File: src/rtl/text_mode_terminal_writer_defines.svh
// Assertion macros of the terminal writer, used by the back-end module ttw_back.
// Both macros sample on the rising edge of clk and are disabled while arst_n is low.
`ifndef TEXT_MODE_TERMINAL_WRITER_DEFINES_SVH
`define TEXT_MODE_TERMINAL_WRITER_DEFINES_SVH

// Same-cycle implication: whenever ante holds, cons must hold too.
`define TTW_ASSERT_IMPLY(label, ante, cons, msg) \
	label: assert property (@(posedge clk) disable iff (!arst_n) (ante) |-> (cons)) \
		else $error(msg);

// Next-cycle implication: whenever ante holds, cons must hold in the next cycle.
`define TTW_ASSERT_NEXT(label, ante, cons, msg) \
	label: assert property (@(posedge clk) disable iff (!arst_n) (ante) |=> (cons)) \
		else $error(msg);

`endif

File: src/rtl/ttw_pkg.sv
`timescale 1ns / 1ps
package ttw_pkg;

	// Screen geometry.
	localparam int COLUMNS = 80;
	localparam int ROWS    = 25;
	localparam int CELLS   = ROWS * COLUMNS;

	localparam int COL_W  = $clog2(COLUMNS);
	localparam int ROW_W  = $clog2(ROWS);
	localparam int ADDR_W = $clog2(CELLS);

	// Fixed field widths of the words on the ports.
	localparam int CMD_W  = 2;
	localparam int CHAR_W = 8;
	localparam int IDX_W  = 11;
	localparam int POS_W  = 11;
	localparam int CELL_W = 16;
	localparam int COLOR_W = 8;

	// Depth of the queue between the front and the back.
	localparam int QUEUE_DEPTH = 2;
	localparam int QPTR_W      = (QUEUE_DEPTH > 1) ? $clog2(QUEUE_DEPTH) : 1;
	localparam int QCNT_W      = $clog2(QUEUE_DEPTH + 1);

	// Command codes.
	localparam logic [CMD_W-1:0] CMD_PUT   = 2'd0;
	localparam logic [CMD_W-1:0] CMD_CLEAR = 2'd1;
	localparam logic [CMD_W-1:0] CMD_READ  = 2'd2;

	// Character codes with a meaning of their own.
	localparam logic [CHAR_W-1:0] CH_NEWLINE   = 8'h0A;
	localparam logic [CHAR_W-1:0] CH_BACKSPACE = 8'h08;
	localparam logic [CHAR_W-1:0] CH_BLANK     = 8'h20;

	// Reset value of the text color register.
	localparam logic [COLOR_W-1:0] COLOR_RESET = 8'h07;

	typedef struct packed {
		logic [CMD_W-1:0]  command;
		logic [CHAR_W-1:0] char_code;
		logic [IDX_W-1:0]  cell_index;
	} ttw_in_t;

	typedef struct packed {
		logic [POS_W-1:0]  cursor_position;
		logic [CELL_W-1:0] cell_data;
		logic              scrolled;
	} ttw_out_t;

	// Operation kinds after classification in the front.
	typedef enum logic [2:0] {
		OP_CHAR,
		OP_NEWLINE,
		OP_BACKSPACE,
		OP_CLEAR,
		OP_READ,
		OP_NOP
	} ttw_op_t;

	typedef struct packed {
		ttw_op_t           kind;
		logic [CHAR_W-1:0] char_code;
		logic [IDX_W-1:0]  cell_index;
		logic              idx_ok;
	} ttw_op_word_t;

	// Back-end sequencer states.
	typedef enum logic [2:0] {
		S_IDLE,
		S_EXEC,
		S_READ_WAIT,
		S_SCROLL_COPY,
		S_SCROLL_BLANK,
		S_CLEAR,
		S_RESULT
	} ttw_state_t;

endpackage

File: src/rtl/ttw_front.sv
`timescale 1ns / 1ps
module ttw_front (
	input  logic                  clk,
	input  logic                  arst_n,
	input  logic                  push,
	output logic                  full,
	input  ttw_pkg::ttw_in_t      in_word,
	output logic                  enq_valid,
	input  logic                  enq_full,
	output ttw_pkg::ttw_op_word_t enq_word
);
	import ttw_pkg::*;

	logic         valid_s1;
	ttw_op_word_t word_s1;
	ttw_op_word_t cls_word;
	logic         accept;
	logic         move;

	// Decode the command and character into one operation kind.
	always_comb begin
		cls_word.char_code  = in_word.char_code;
		cls_word.cell_index = in_word.cell_index;
		cls_word.idx_ok     = (int'(in_word.cell_index) < CELLS);
		case (in_word.command)
			CMD_PUT: begin
				if (in_word.char_code == CH_NEWLINE) begin
					cls_word.kind = OP_NEWLINE;
				end else if (in_word.char_code == CH_BACKSPACE) begin
					cls_word.kind = OP_BACKSPACE;
				end else begin
					cls_word.kind = OP_CHAR;
				end
			end
			CMD_CLEAR: cls_word.kind = OP_CLEAR;
			CMD_READ:  cls_word.kind = OP_READ;
			default:   cls_word.kind = OP_NOP;
		endcase
	end

	// The stage empties into the queue whenever the queue has room.
	assign move      = valid_s1 && !enq_full;
	assign full      = valid_s1 && enq_full;
	assign accept    = push && !full;
	assign enq_valid = valid_s1;
	assign enq_word  = word_s1;

	always_ff @(posedge clk or negedge arst_n) begin
		if (!arst_n) begin
			valid_s1 <= 1'b0;
		end else if (accept) begin
			valid_s1 <= 1'b1;
		end else if (move) begin
			valid_s1 <= 1'b0;
		end
	end

	always_ff @(posedge clk) begin
		if (accept) begin
			word_s1 <= cls_word;
		end
	end

endmodule

File: config.mk
export PLATFORM = sky130hd
export DESIGN_NAME = ttw_front
export DESIGN_NICKNAME = d
export VERILOG_FILES = /design/src/rtl/text_mode_terminal_writer_defines.svh /design/src/rtl/ttw_pkg.sv /design/src/rtl/ttw_front.sv
export SDC_FILE = /design/constraint.sdc
export NUM_CORES = 1
export LEC_CHECK = 0
export ABC_AREA = 1
export ABC_CLOCK_PERIOD_IN_PS = 2100
export BUFFER_PORTS_ARGS = -buffer_cell sky130_fd_sc_hd__buf_2
export CORE_ASPECT_RATIO = 1.75
export CORE_MARGIN = 5
export CORE_UTILIZATION = 35
export CTS_CLUSTER_DIAMETER = 150
export DETAILED_ROUTE_END_ITERATION = 10
export GPL_TIMING_DRIVEN = 0
export MAX_ROUTING_LAYER = met4
export PLACE_DENSITY = 0.67
export SLEW_MARGIN = 20
export SYNTH_ARGS = -nofsm -noshare
export SYNTH_HDL_FRONTEND = slang
export SYNTH_SLANG_ARGS = --single-unit
File: constraint.sdc
create_clock -name clk -period 2.1 [get_ports clk]
set_input_delay 0.42 -clock clk [delete_from_list [all_inputs] [get_ports clk]]
set_output_delay 0.42 -clock clk [all_outputs]
set_load 0.02 [all_outputs]
==> results.md <==
- Most frequent cells in the layout: buf_2 (49), edfxtp_1 (23), nand2_1 (12)
- Core area: around 2300 um^2
- Final cell count without fillers: between 100 and 150
- Critical Path End Type: flop
- Initial antenna violation count: 0
- I/O pins: 50
- YS warnings: 0
- Post-synth top area share: between 80 and 90%
- H-Tree Level Count: 1
- Later-pin clock latency in the skew report: 0.26 ns
- Synth Register Bits: 24
- Syn_nets: 79
- Count of pins over their slew limit: 0
- # Post-CTS Setup Buffers: 0
- GRT overflow: 0
- Final worst-path setup slack: 0.7129 ns
- RSZ-0062 raised after global routing: no
- Layout Skew: ~0.0029 ns
- Vias in the first global route: 610
- Row count: 23
- Layout area overhead: 44.91%
- ANT nets after route: 0
- DR pass1 iterations: 4
- Largest net degree at the start of global routing: 16
- GP Congestion: 0.6442
- VDD IR max: 0.5065 mV
- Fmax: 720.9 MHz
- Nets@finish: about 140
- Worst-margin pin slew: between 0.4 and 0.5 ns
- Core Util, Final: 52.61%
- Vias per std cell: 4.418
- Gate count after technology mapping: 54
- Die height: 74.65 um
- Final Hold Vio Count: 0
- Mapped Avg Cell Area: 15.48 um^2
- CTS clk-pin slew, worst paths: 0.08 ns
- Sw Ratio: between 10% and 20%
- Worst EP arrival: 1.36 ns
- Worst setup path category: reg2reg
- Total CTS buffers: 3
- Synth area leaders: edfxtp_1 (83%), nand2_1 (5.4%), inv_1 (3.6%)
- Number of fill cells: 216
- Register area: 715.7 um^2
- Die area: 3504 um^2
- Post-route design area: 1211 um^2
- Clock tree buffer depth: 2
- Final setup violation count: 0
- Max stage delay on crit path: 0.38 ns
- Multi-input logic area: a little under 90 um^2
- Dpl cells: 129
- Outcome: finished, final reports clean
- Metal-1 WL: 486 um
- Initial DRC Count: 10
- Routed wl met3: between 150 and 200 um
- Total power after layout: 1.061 mW
- PortBufs: 49
- Critical Path Slowest Stage Cell: dfrtp_1
- Via count: 592
- Commonest non-fill, non-tap cell in the layout: buf_2
- Gate power share: 10.8%
- Clock power frac: between 30 and 40%
- Worst Path Required: 2.07 ns
- Routed wire per std cell: around 12 um
- Ant diodes: 0
- Final period util: 66.05%
- CP Launch Type: flop
- Highest metal used: met4
- Synthesized cell area: 835.8 um^2
- Synth area leader: edfxtp_1
- DR DRC count: 0
- First-pass GRT wire length: around 2300 um
- Share of layout cells above drive strength 1: 51.38%
- Psw: 0.2094 mW
- Worst-path fanout max: 15
- Met2 wire len: 880 um
- Dpl hpwl: 1293 um
- Leakage: 0.5537 nW
- Initial Utilization: 36.30%
- WL final: 1554 um
- Post-DP Area: 1130 um^2
- Die W: 46.94 um
- Post-cts gate resize count: 0
- CTS Hold Bufs: 1
- GRT Total Usage: under 10%
- Rel. slew slack: 69.37%
- Internal power: 0.8516 mW
- Max Cap Viol: 0
- Power Dens Cells: 876.1 nW/um^2
- Register area share after synthesis: 85.63%
- CTS tree: yes
- Distinct cells, synth: 9
- Flop pwr share: 52.8%
- Root Buffer: clkbuf_8
- DP Worst Slack: 0.5310 ns
- Period minus WS final: between 1 and 1.5 ns
- Clk sink count: 24
- CP Cell Sequence: nand2_1 > inv_1 > nor2_2 > buf_8
- Worst Hold Class: in2reg
-- worst paths after layout --
| check | from | endpoint | slack, ns | depth (start not counted) |
|---|---|---|---|---|
| setup / recovery | enq_valid$_DFFE_PN0P_ | enq_word[20]$_DFFE_PP_ | 0.71 | 4 |
| hold / removal | in_word[3] | enq_word[4]$_DFFE_PP_ | 0.34 | 1 |
| setup reg to reg | enq_valid$_DFFE_PN0P_ | enq_word[20]$_DFFE_PP_ | 0.71 | 4 |
| hold reg to reg | enq_valid$_DFFE_PN0P_ | enq_valid$_DFFE_PN0P_ | 0.49 | 2 |
| max in group asynchronous | arst_n | enq_valid$_DFFE_PN0P_ | 1.54 | 2 |
| min in group asynchronous | arst_n | enq_valid$_DFFE_PN0P_ | 0.48 | 2 |
-- synthesized netlist by cell type --
master and number:
edfxtp_1 23, inv_1 8, or2_0 1, dfrtp_1 1, nor2_2 1, nand2_1 12
nand4_1 1, nor2_1 6, clkbuf_1 1
-- power groups by stage --
stage / Clock [mW] / Combinational [mW] / Sequential (mW)
2_1_floorplan: 0 / 0.0216 / 0.606
3_3_place_gp: 0 / 0.106 / 0.571
3_5_place_dp: 0 / 0.115 / 0.571
4_1_cts: 0.404 / 0.116 / 0.560
5_1_grt: 0.424 / 0.125 / 0.562
6_report: 0.387 / 0.115 / 0.560
-- metrics by stage --
stage	TNS, ns	hold slack [ns]
after floorplan	0	0.1244
after global placement	-4.692	0.1942
after detailed placement	0	0.1974
after CTS	0	0.3275
after global routing	0	0.3246
final	0	0.3387
-- cell families after synthesis --
family	count (synthesis)	share of synthesized area, %
buf+inv	9	4.042
flops	24	85.63
simple gates	21	10.33
-- area by class of cell --
class | count | share of cell area [%]
buffer | 1 | 0.3099
tap | 25 | 2.583
inverter | 8 | 2.479
clock buffer | 3 | 3.409
multi-input combinational | 21 | 7.335
timing repair buffer | 51 | 22.31
sequential | 24 | 59.09
clock inverter | 1 | 2.479
-- worst max-delay path, delay by kind of cell (launching register included) --
family	cells	cell delay, ns
buf+inv	2	0.29
flops	1	0.38
simple gates	2	0.44
-- sequential cells by signal, indices dropped and copies added (netlist names) --
register,cells
enq_valid,1
enq_word,23
-- per-layer routing --
layer | global-route usage (%) | vias up
met5 | - | -
met4 | 4.615 | 0
met3 | 1.675 | 2
met2 | 17.70 | 29
met1 | 9.291 | 269
li1 | - | 292
Power figures use the tool's default switching activity.
