[src/rtl/text_mode_terminal_writer_defines.svh]
// Assertion macros of the terminal writer, used by the back-end module ttw_back.
// Both macros sample on the rising edge of clk and are disabled while arst_n is low.
`ifndef TEXT_MODE_TERMINAL_WRITER_DEFINES_SVH
`define TEXT_MODE_TERMINAL_WRITER_DEFINES_SVH

// Same-cycle implication: whenever ante holds, cons must hold too.
`define TTW_ASSERT_IMPLY(label, ante, cons, msg) \
	label: assert property (@(posedge clk) disable iff (!arst_n) (ante) |-> (cons)) \
		else $error(msg);

// Next-cycle implication: whenever ante holds, cons must hold in the next cycle.
`define TTW_ASSERT_NEXT(label, ante, cons, msg) \
	label: assert property (@(posedge clk) disable iff (!arst_n) (ante) |=> (cons)) \
		else $error(msg);

`endif

[src/rtl/ttw_pkg.sv]
`timescale 1ns / 1ps
package ttw_pkg;

	// Screen geometry.
	localparam int COLUMNS = 80;
	localparam int ROWS    = 25;
	localparam int CELLS   = ROWS * COLUMNS;

	localparam int COL_W  = $clog2(COLUMNS);
	localparam int ROW_W  = $clog2(ROWS);
	localparam int ADDR_W = $clog2(CELLS);

	// Fixed field widths of the words on the ports.
	localparam int CMD_W  = 2;
	localparam int CHAR_W = 8;
	localparam int IDX_W  = 11;
	localparam int POS_W  = 11;
	localparam int CELL_W = 16;
	localparam int COLOR_W = 8;

	// Depth of the queue between the front and the back.
	localparam int QUEUE_DEPTH = 2;
	localparam int QPTR_W      = (QUEUE_DEPTH > 1) ? $clog2(QUEUE_DEPTH) : 1;
	localparam int QCNT_W      = $clog2(QUEUE_DEPTH + 1);

	// Command codes.
	localparam logic [CMD_W-1:0] CMD_PUT   = 2'd0;
	localparam logic [CMD_W-1:0] CMD_CLEAR = 2'd1;
	localparam logic [CMD_W-1:0] CMD_READ  = 2'd2;

	// Character codes with a meaning of their own.
	localparam logic [CHAR_W-1:0] CH_NEWLINE   = 8'h0A;
	localparam logic [CHAR_W-1:0] CH_BACKSPACE = 8'h08;
	localparam logic [CHAR_W-1:0] CH_BLANK     = 8'h20;

	// Reset value of the text color register.
	localparam logic [COLOR_W-1:0] COLOR_RESET = 8'h07;

	typedef struct packed {
		logic [CMD_W-1:0]  command;
		logic [CHAR_W-1:0] char_code;
		logic [IDX_W-1:0]  cell_index;
	} ttw_in_t;

	typedef struct packed {
		logic [POS_W-1:0]  cursor_position;
		logic [CELL_W-1:0] cell_data;
		logic              scrolled;
	} ttw_out_t;

	// Operation kinds after classification in the front.
	typedef enum logic [2:0] {
		OP_CHAR,
		OP_NEWLINE,
		OP_BACKSPACE,
		OP_CLEAR,
		OP_READ,
		OP_NOP
	} ttw_op_t;

	typedef struct packed {
		ttw_op_t           kind;
		logic [CHAR_W-1:0] char_code;
		logic [IDX_W-1:0]  cell_index;
		logic              idx_ok;
	} ttw_op_word_t;

	// Back-end sequencer states.
	typedef enum logic [2:0] {
		S_IDLE,
		S_EXEC,
		S_READ_WAIT,
		S_SCROLL_COPY,
		S_SCROLL_BLANK,
		S_CLEAR,
		S_RESULT
	} ttw_state_t;

endpackage

[src/rtl/ttw_queue.sv]
`timescale 1ns / 1ps
module ttw_queue (
	input  logic                  clk,
	input  logic                  arst_n,
	input  logic                  enq_valid,
	output logic                  enq_full,
	input  ttw_pkg::ttw_op_word_t enq_word,
	output logic                  deq_valid,
	input  logic                  deq,
	output ttw_pkg::ttw_op_word_t deq_word
);
	import ttw_pkg::*;

	localparam logic [QPTR_W-1:0] PTR_LAST = QPTR_W'(QUEUE_DEPTH - 1);
	localparam logic [QCNT_W-1:0] CNT_FULL = QCNT_W'(QUEUE_DEPTH);

	ttw_op_word_t        entry_q [QUEUE_DEPTH];
	logic [QPTR_W-1:0]   wr_ptr_q;
	logic [QPTR_W-1:0]   rd_ptr_q;
	logic [QCNT_W-1:0]   count_q;
	logic                do_enq;
	logic                do_deq;

	assign enq_full  = (count_q == CNT_FULL);
	assign deq_valid = (count_q != '0);
	assign deq_word  = entry_q[rd_ptr_q];
	assign do_enq    = enq_valid && !enq_full;
	assign do_deq    = deq && deq_valid;

	// Pointers and fill count; pointers wrap at the queue depth.
	always_ff @(posedge clk or negedge arst_n) begin
		if (!arst_n) begin
			wr_ptr_q <= '0;
			rd_ptr_q <= '0;
			count_q  <= '0;
		end else begin
			if (do_enq) begin
				wr_ptr_q <= (wr_ptr_q == PTR_LAST) ? '0 : QPTR_W'(wr_ptr_q + 1'b1);
			end
			if (do_deq) begin
				rd_ptr_q <= (rd_ptr_q == PTR_LAST) ? '0 : QPTR_W'(rd_ptr_q + 1'b1);
			end
			if (do_enq && !do_deq) begin
				count_q <= QCNT_W'(count_q + 1'b1);
			end else if (do_deq && !do_enq) begin
				count_q <= QCNT_W'(count_q - 1'b1);
			end
		end
	end

	always_ff @(posedge clk) begin
		if (do_enq) begin
			entry_q[wr_ptr_q] <= enq_word;
		end
	end

endmodule

[config.mk]
export PLATFORM = sky130hd
export DESIGN_NAME = ttw_queue
export DESIGN_NICKNAME = d
export VERILOG_FILES = /design/src/rtl/text_mode_terminal_writer_defines.svh /design/src/rtl/ttw_pkg.sv /design/src/rtl/ttw_queue.sv
export SDC_FILE = /design/constraint.sdc
export NUM_CORES = 1
export LEC_CHECK = 0
export ABC_AREA = 1
export BUFFER_PORTS_ARGS = -buffer_cell sky130_fd_sc_hd__buf_2
export CAP_MARGIN = 40
export CELL_PAD_IN_SITES_DETAIL_PLACEMENT = 0
export CELL_PAD_IN_SITES_GLOBAL_PLACEMENT = 1
export CORE_UTILIZATION = 43
export DETAILED_ROUTE_END_ITERATION = 8
export PLACE_DENSITY_LB_ADDON = 0.1
export SYNTH_ARGS = -nofsm -noshare
export SYNTH_HDL_FRONTEND = slang
export SYNTH_SLANG_ARGS = --single-unit
[constraint.sdc]
create_clock -name clk -period 3.4 [get_ports clk]
set_input_delay 0 -clock clk [delete_from_list [all_inputs] [get_ports clk]]
set_output_delay 0 -clock clk [all_outputs]
set_load 0.02 [all_outputs]
==> impl_results.md, run 1 <==
* Crit share post-route at 46.3%
* Worst-case clock buffer depth at 2
* DP Worst Slack at 1.84 ns
* Crit. End Element: primary output
* Clock root buffer: clkbuf_8
* Core area at 4320 sq um
* Post-synth EDFFs at 46
* Critical Path Fanout Max at 24
* Mapped Area at 1930 sq um
* Worst min-delay path class: in -> async
* Top cell type's share of synthesized area at 71.5%
* Post-CTS setup buffers at 0
* Via count at 1299
* Syn Inst Count at 152
* Top cells by count, synth: 77 x nand2_1, 46 x edfxtp_1, 5 x inv_1
* Overflow after GRT at 0
* Setup Viol. Count Final at 0
* Vias in the first global route at 1350
* Hold_ws at 0.0339 ns
* Outcome: complete, no violations
* Cell Rows at 24
* Fillers at 369
* Avg WL per Cell at 11.8 um
* Fin crit period at 1.58 ns
* DIE WIDTH at 69.0 um
* Worst Tran Pin Value at 0.440 ns
* Slew margin rel. at 70.7%
* Worst Path Required at 3.40 ns
* Placed insts at 253
* Post-Route WL at 3.36 mm
* CP arrival at 1.58 ns
* RePlAce Congestion at 0.660
* Syn_nets at 180
* Reg-to-reg slack, setup at 1.85 ns
* Clock Sinks at 50
* Synth async-reset ratio at 8.00%
* Unrepaired setup endpoints after global routing: no
* Number of remaining DRC errors at 0
* Max Fclk at 635 MHz
* Antenna violations before repair at 0
* Post-route setup TNS at 0 ns
* Critical path type: reg -> out
* Netlist cell types at 17
* Setup WS post-layout at 1.82 ns
* Layout cells sized above 1 at 29.5%
* Final ANT Viol Nets at 0
* Clock-pin slew on the worst setup and hold paths at 0.08 ns
* Area Overhead vs Synth at 35.5%
* Most common cell in the synthesized netlist: nand2_1
* CTS tree: done
* DP HPWL at 2.28 mm
* Yosys warning count at 0
* Die footprint at 4760 sq um
* Synth area leaders: edfxtp_1 72%, nand2_1 15%, dfrtp_1 5.2%, buf_4 1.2%, buf_6 1.2%
* Antenna Cells at 0
* Clock Skew at 0.00411 ns
* Slew Limit Fails at 0
* I/O Pins at 52
* Initial DRC Count at 94
* VDD IR max at 0.445 mV
* All-Layer GR Usage at 15.3%
* H-Tree Depth at 2
* Initial core utilization at 44.6%
* Largest net degree at the start of global routing at 25
* Pwr dens at 819 nW/um^2
* MaxCap Viol Count at 0
* First-pass GRT wire length at 5.71 mm
* Post-synth top flop: edfxtp_1
* Leading area contributor after synthesis: edfxtp_1
* Post-synthesis sequential element count at 50
* Clock Latency Late Sink at 0.29 ns
* Avg Cell Area, Syn at 12.7 sq um
* Setup crit start kind: flop
* Leak at 1.16 nW
* Die Span Y at 69.0 um
* Total CTS buffers at 5
* Hold Violations, Final at 0
* First-pass detailed-route iteration total at 4
* Net total in the final layout at 261
* Sequential-to-total area share from yosys stat at 76.7%
* Vias/cell at 4.54
* # port buffers at 51
* Post-Layout Cell Count at 286
## report_power, final
group | leakage [nW] | total (W) | internal, W | switching, W
clock | 0.0524 | 0.000397 | 0.000220 | 0.000177
sequential | 0.476 | 0.000903 | 0.000841 | 0.0000619
combinational | 0.631 | 0.000842 | 0.000286 | 0.000556
## cells in the final DEF (no fill, tap or decap), types with 2 or more instances in the layout
cell type      instances
nor2_2                 2
clkbuf_8               5
dfrtp_1                4
clkbuf_1               2
nand3_1                2
dlygate4sd3_1         25
inv_2                  2
nand2_2                3
inv_1                  5
nand2_1               77
buf_2                 51
edfxtp_1              46
## worst paths after layout
path,end,depth (start not counted),from
max in group asynchronous,rd_ptr_q$_DFFE_PN0P_,2,arst_n
worst max register to register,entry_q[1][3]$_DFFE_PP_,3,count_q[0]$_DFFE_PN0P_
worst min-delay path,wr_ptr_q$_DFFE_PN0N_,2,arst_n
min in group clk,wr_ptr_q$_DFFE_PN0N_,4,enq_valid
worst max-delay path,deq_word[2],5,rd_ptr_q$_DFFE_PN0P_
worst min register to register,wr_ptr_q$_DFFE_PN0N_,2,wr_ptr_q$_DFFE_PN0N_
## final cells by class
cell class	instances	area, sq um	area share [%]
inverter	8	32.5	1.24
timing repair buffer	79	556	21.2
clock buffer	7	76.3	2.92
sequential	50	1480	56.7
tap	52	65.1	2.49
multi-input combinational	89	374	14.3
clock inverter	1	30.0	1.15
## state kept, by name (all words and copies together) (netlist names)
register  count
count_q       2
entry_q      46
rd_ptr_q      1
wr_ptr_q      1
## per-layer routing
metal  vias to the layer above  global-route usage [%]  share of wire (%)
met3                         6                    2.92                4.2
met5                         -                       0                  0
li1                        665                       -                  -
met2                        33                    28.7                 53
met4                         0                    5.90                1.2
met1                       595                    16.8                 42
## repair_timing
action                                  CTS  global route
hold endpoints to repair                 51             0
hold buffers                             25             0
endpoints found under the setup margin    0             0
resized for setup                         0             0
## cell families after synthesis
group                      synth area share, %
AOI/OAI and AO/OA                        0.259
xor gates and xnor gates                 0.454
adders and majority gates                0.648
buffers and inverters                     4.02
DFF                                       76.7
and+or+nand+nor                           17.9
## stage by stage
step / instance area, sq um / power (W) / util (%)
after floorplan: 1930 / 0.00148 / -
after global placement: 2220 / 0.00169 / 51.2
after detailed placement: 2260 / 0.00176 / 52.2
after CTS: 2620 / 0.00218 / 60.5
after global routing: 2620 / 0.00228 / 60.5
final: 2620 / 0.00214 / 60.5
## critical path: stages, from the launching register on
cell	delay [ns]
dfrtp_1	0.53
buf_16	0.23
inv_4	0.21
nand2_1	0.08
nand2_1	0.08
buf_2	0.16
No activity file was read; power rests on OpenSTA's default activity.
==> inputs of run 2 (changes only) <==
--- a/config.mk
+++ b/config.mk
@@ -5,7 +5,7 @@
 export SDC_FILE = /design/constraint.sdc
 export NUM_CORES = 1
 export LEC_CHECK = 0
-export ABC_AREA = 1
+export ABC_AREA = 0
 export BUFFER_PORTS_ARGS = -buffer_cell sky130_fd_sc_hd__buf_2
 export CAP_MARGIN = 40
 export CELL_PAD_IN_SITES_DETAIL_PLACEMENT = 0
==> constraint.sdc (replaced) <==
create_clock -name clk -period 1.55 [get_ports clk]
set_input_delay 0 -clock clk [delete_from_list [all_inputs] [get_ports clk]]
set_output_delay 0 -clock clk [all_outputs]
set_load 0.02 [all_outputs]
==> impl_results.md, run 2 <==
* Outcome: complete, no violations (unchanged)
* Pwr dens at 1740 nW/um^2 (was 819 nW/um^2)
* # port buffers at 51 (unchanged)
* Slew margin rel. at 87.4% (was 70.7%)
* CP delay by family, top: flip-flops (was buffers and inverters)
* Setup Viol. Count Final at 0 (unchanged)
* Die Span Y at 69.6 um (was 69.0 um)
* Reg with most FFs: entry_q (unchanged)
* Slew Limit Fails at 0 (unchanged)
* Post-Route WL at 3.10 mm (was 3.36 mm)
* Avg WL per Cell at 13.4 um (was 11.8 um)
* Clock Skew at 0.00552 ns (was 0.00411 ns)
* Max FFs per register at 46 (unchanged)
* Clock root buffer: clkbuf_8 (unchanged)
* First-pass GRT wire length at 5.20 mm (was 5.71 mm)
* All-Layer GR Usage at 14.2% (was 15.3%)
* DP Area at 2320 sq um (was 2260 sq um)
* Area Overhead vs Synth at 35.8% (was 35.5%)
* Mapped Area at 1960 sq um (was 1930 sq um)
* Avg Cell Area, Syn at 21.6 sq um (was 12.7 sq um)
* Largest stage delay, worst path at 0.45 ns (was 0.53 ns)
* Crit Reg-Reg Startpoint: count_q[0]$_DFFE_PN0P_ (unchanged)
* Post-route setup TNS at 0 ns (unchanged)
* Net Sw Frac at 32.1% (was 37.1%)
* Fin crit period at 1.45 ns
* DIE WIDTH at 69.6 um (was 69.0 um)
* Cell Int Power at 0.00315 W (was 0.00135 W)
* Critical Path Fanout Max at 8 (was 24)
* Slowest cell on crit path: dfrtp_2 (was dfrtp_1)
* Reg power frac at 43.0% (was 42.1%)
* I/O Pins at 52 (unchanged)
* Die footprint at 4840 sq um (was 4760 sq um)
* CTS tree: done (unchanged)
* Post-synth EDFFs at 46 (unchanged)
* Post-Layout Cell Count at 232 (was 286)
* DP Worst Slack at 0.134 ns (was 1.84 ns)
* First-pass detailed-route iteration total at 3 (was 4)
* Crit share post-route at 93.8%
* Clock Latency Late Sink at 0.29 ns (about the same)
* Switching pwr at 0.00149 W (was 0.000795 W)
* Via count at 1057 (was 1299)
* Placed insts at 199 (was 253)
* Sequential-to-total area share from yosys stat at 75.5% (was 76.7%)
* Vias/cell at 4.56 (was 4.54)
* Setup crit start kind: flop (unchanged)
* Hold Violations, Final at 0 (unchanged)
* Clock Sinks at 50 (unchanged)
* Gate power share at 41.1% (was 39.3%)
* Layout cells sized above 1 at 50.6% (was 29.5%)
* Crit-path cells: buf_4 -> mux2_4 -> buf_2 (was buf_16 -> inv_4 -> nand2_1 -> nand2_1 -> buf_2)
* Yosys warning count at 0 (unchanged)
* Commonest non-fill, non-tap cell in the layout: buf_2 (was nand2_1)
* DP HPWL at 2.18 mm (was 2.28 mm)
* H-Tree Depth at 2 (unchanged)
* Syn_nets at 119 (was 180)
* Antenna violations before repair at 0 (unchanged)
* Commonest cells after routing, fill and taps aside: 51 x buf_2, 46 x edfxtp_1, 25 x dlygate4sd3_1 (was 77 x nand2_1, 51 x buf_2, 46 x edfxtp_1)
* Clock power share at 15.9% (was 18.5%)
* CP arrival at 1.45 ns (was 1.58 ns)
* Worst-case clock buffer depth at 2 (unchanged)
* Top cell type's share of synthesized area at 70.4% (was 71.5%)
* Setup WS post-layout at 0.0969 ns (was 1.82 ns)
* Most common cell in the synthesized netlist: edfxtp_1 (was nand2_1)
* Worst min-delay path class: in -> async (unchanged)
* Syn Inst Count at 91 (was 152)
* Vias in the first global route at 1137 (was 1350)
* Synth area leaders: edfxtp_1 70%, mux2_4 15%, dfrtp_1 5.1%, mux2_2 2.3%, buf_12 2.0% (was edfxtp_1 72%, nand2_1 15%, dfrtp_1 5.2%, buf_4 1.2%, buf_6 1.2%)
* Number of remaining DRC errors at 0 (unchanged)
* Top cells by count, synth: 46 x edfxtp_1, 19 x mux2_4, 4 x dfrtp_1, 4 x mux2_2, 3 x xnor2_1 (was 77 x nand2_1, 46 x edfxtp_1, 5 x inv_1)
* Critical path type: reg -> out (unchanged)
* Initial DRC Count at 49 (was 94)
* Netlist cell types at 16 (was 17)
* Largest net degree at the start of global routing at 15 (was 25)
* Antenna Cells at 0 (unchanged)
* Crit path buf inv count at 2 (was 3)
* Total CTS buffers at 5 (unchanged)
* Worst Tran Pin Value at 0.189 ns (was 0.440 ns)
* Final ANT Viol Nets at 0 (unchanged)
* Clock-pin slew on the worst setup and hold paths at 0.08 ns (about the same)
* Overflow after GRT at 0 (unchanged)
* Leak at 1.10 nW (was 1.16 nW)
* MaxCap Viol Count at 0 (unchanged)
* Core area at 4380 sq um (was 4320 sq um)
* Net total in the final layout at 207 (was 261)
* Crit path from: rd_ptr_q$_DFFE_PN0P_ (unchanged)
* RePlAce Congestion at 0.632 (was 0.660)
* Post-synth top flop: edfxtp_1 (unchanged)
* Largest registers: entry_q: 46 flops, count_q: 2 flops (unchanged)
* Worst Reg2Reg Path Length in Cells at 6 (was 3)
* Worst Path Required at 1.55 ns (was 3.40 ns)
* Initial core utilization at 44.8% (was 44.6%)
* Cell Rows at 24 (unchanged)
* Unrepaired setup endpoints after global routing: no (unchanged)
* VDD IR max at 0.827 mV (was 0.445 mV)
* Post-synthesis sequential element count at 50 (unchanged)
* Crit. path cell count at 3 (was 5)
* Leading area contributor after synthesis: edfxtp_1 (unchanged)
* Synth async-reset ratio at 8.00% (unchanged)
* Design area at 2670 sq um (was 2620 sq um)
* Max Fclk at 688 MHz
* Crit. End Element: primary output (unchanged)
run 2: changes by cell type in the layout (fill, tap and decap cells not counted), moves of 3 or more:
| cell | delta |
|---|---|
| nand2_1 | -76 |
| mux2_2 | +4 |
| mux2_4 | +19 |
| inv_1 | -3 |
| buf_4 | +5 |
run 2: what timing repair did:
item	in CTS	in global routing
resized for setup	1	0
hold endpoints to repair	51	0
hold buffers	25	0
setup buffers	0	0
setup endpoints to repair	12	0
run 2: metrics by stage:
step / hold slack, ns / utilization, % / total power, W
after floorplan: -0.296 / - / 0.00341
after global placement: -0.190 / 53.0 / 0.00386
after detailed placement: -0.187 / 53.0 / 0.00391
after CTS: 0.0304 / 60.8 / 0.00471
after global routing: 0.0225 / 60.8 / 0.00488
final: 0.0354 / 60.8 / 0.00464
run 2: routing by layer:
metal	global-route usage [%]	routed length [um]	vias up
met2	23.4	1550	30
met4	5.44	44	0
li1	-	-	516
met5	0	0	-
met1	17.1	1340	505
met3	5.09	170	6
run 2: power groups by stage:
stage	clock [W]	combinational, W	sequential (W)
2_1_floorplan	0	0.00144	0.00197
6_report	0.000740	0.00191	0.00199
3_5_place_dp	0	0.00188	0.00203
4_1_cts	0.000766	0.00194	0.00200
3_3_place_gp	0	0.00185	0.00201
5_1_grt	0.000824	0.00203	0.00203
run 2: final timing paths:
kind                       slack [ns]                endpoint
min                              0.04  count_q[0]$_DFFE_PN0P_
max reg2reg                       0.1  count_q[1]$_DFFE_PN0P_
min in group clk                 0.11    wr_ptr_q$_DFFE_PN0N_
max                               0.1             deq_word[1]
min reg2reg                      0.50  count_q[1]$_DFFE_PN0P_
max in group asynchronous        1.38    rd_ptr_q$_DFFE_PN0P_
run 2: kinds of logic (layout without fill, tap and decap cells):
| family | Yosys count | count (layout) | synth area share [%] |
|---|---|---|---|
| flip-flops | 50 | 50 | 75.5 |
| XOR/XNOR | 5 | 5 | 2.23 |
| AND/OR/NAND/NOR | 7 | 7 | 1.85 |
| adder cells (fa/ha/maj) | 1 | 1 | 0.637 |
| buffers and inverters | 5 | 94 | 3.00 |
| multiplexers | 23 | 23 | 16.8 |
run 2: final cells by class:
class / instances / area, sq um
well taps: 52 / 65.1
repair buffers: 84 / 591
inverters: 2 / 7.51
multi-input cells: 36 / 430
clock buffers: 8 / 90.1
flip-flops and latches: 50 / 1480
fillers: 350 / 1720
run 2: worst register-to-register path, stage by stage (launching register included):
cell,delay (ns)
dfrtp_1,0.42
or2_1,0.27
nand2_2,0.10
ha_1,0.17
xor2_1,0.16
nor2_1,0.07
xor2_1,0.14
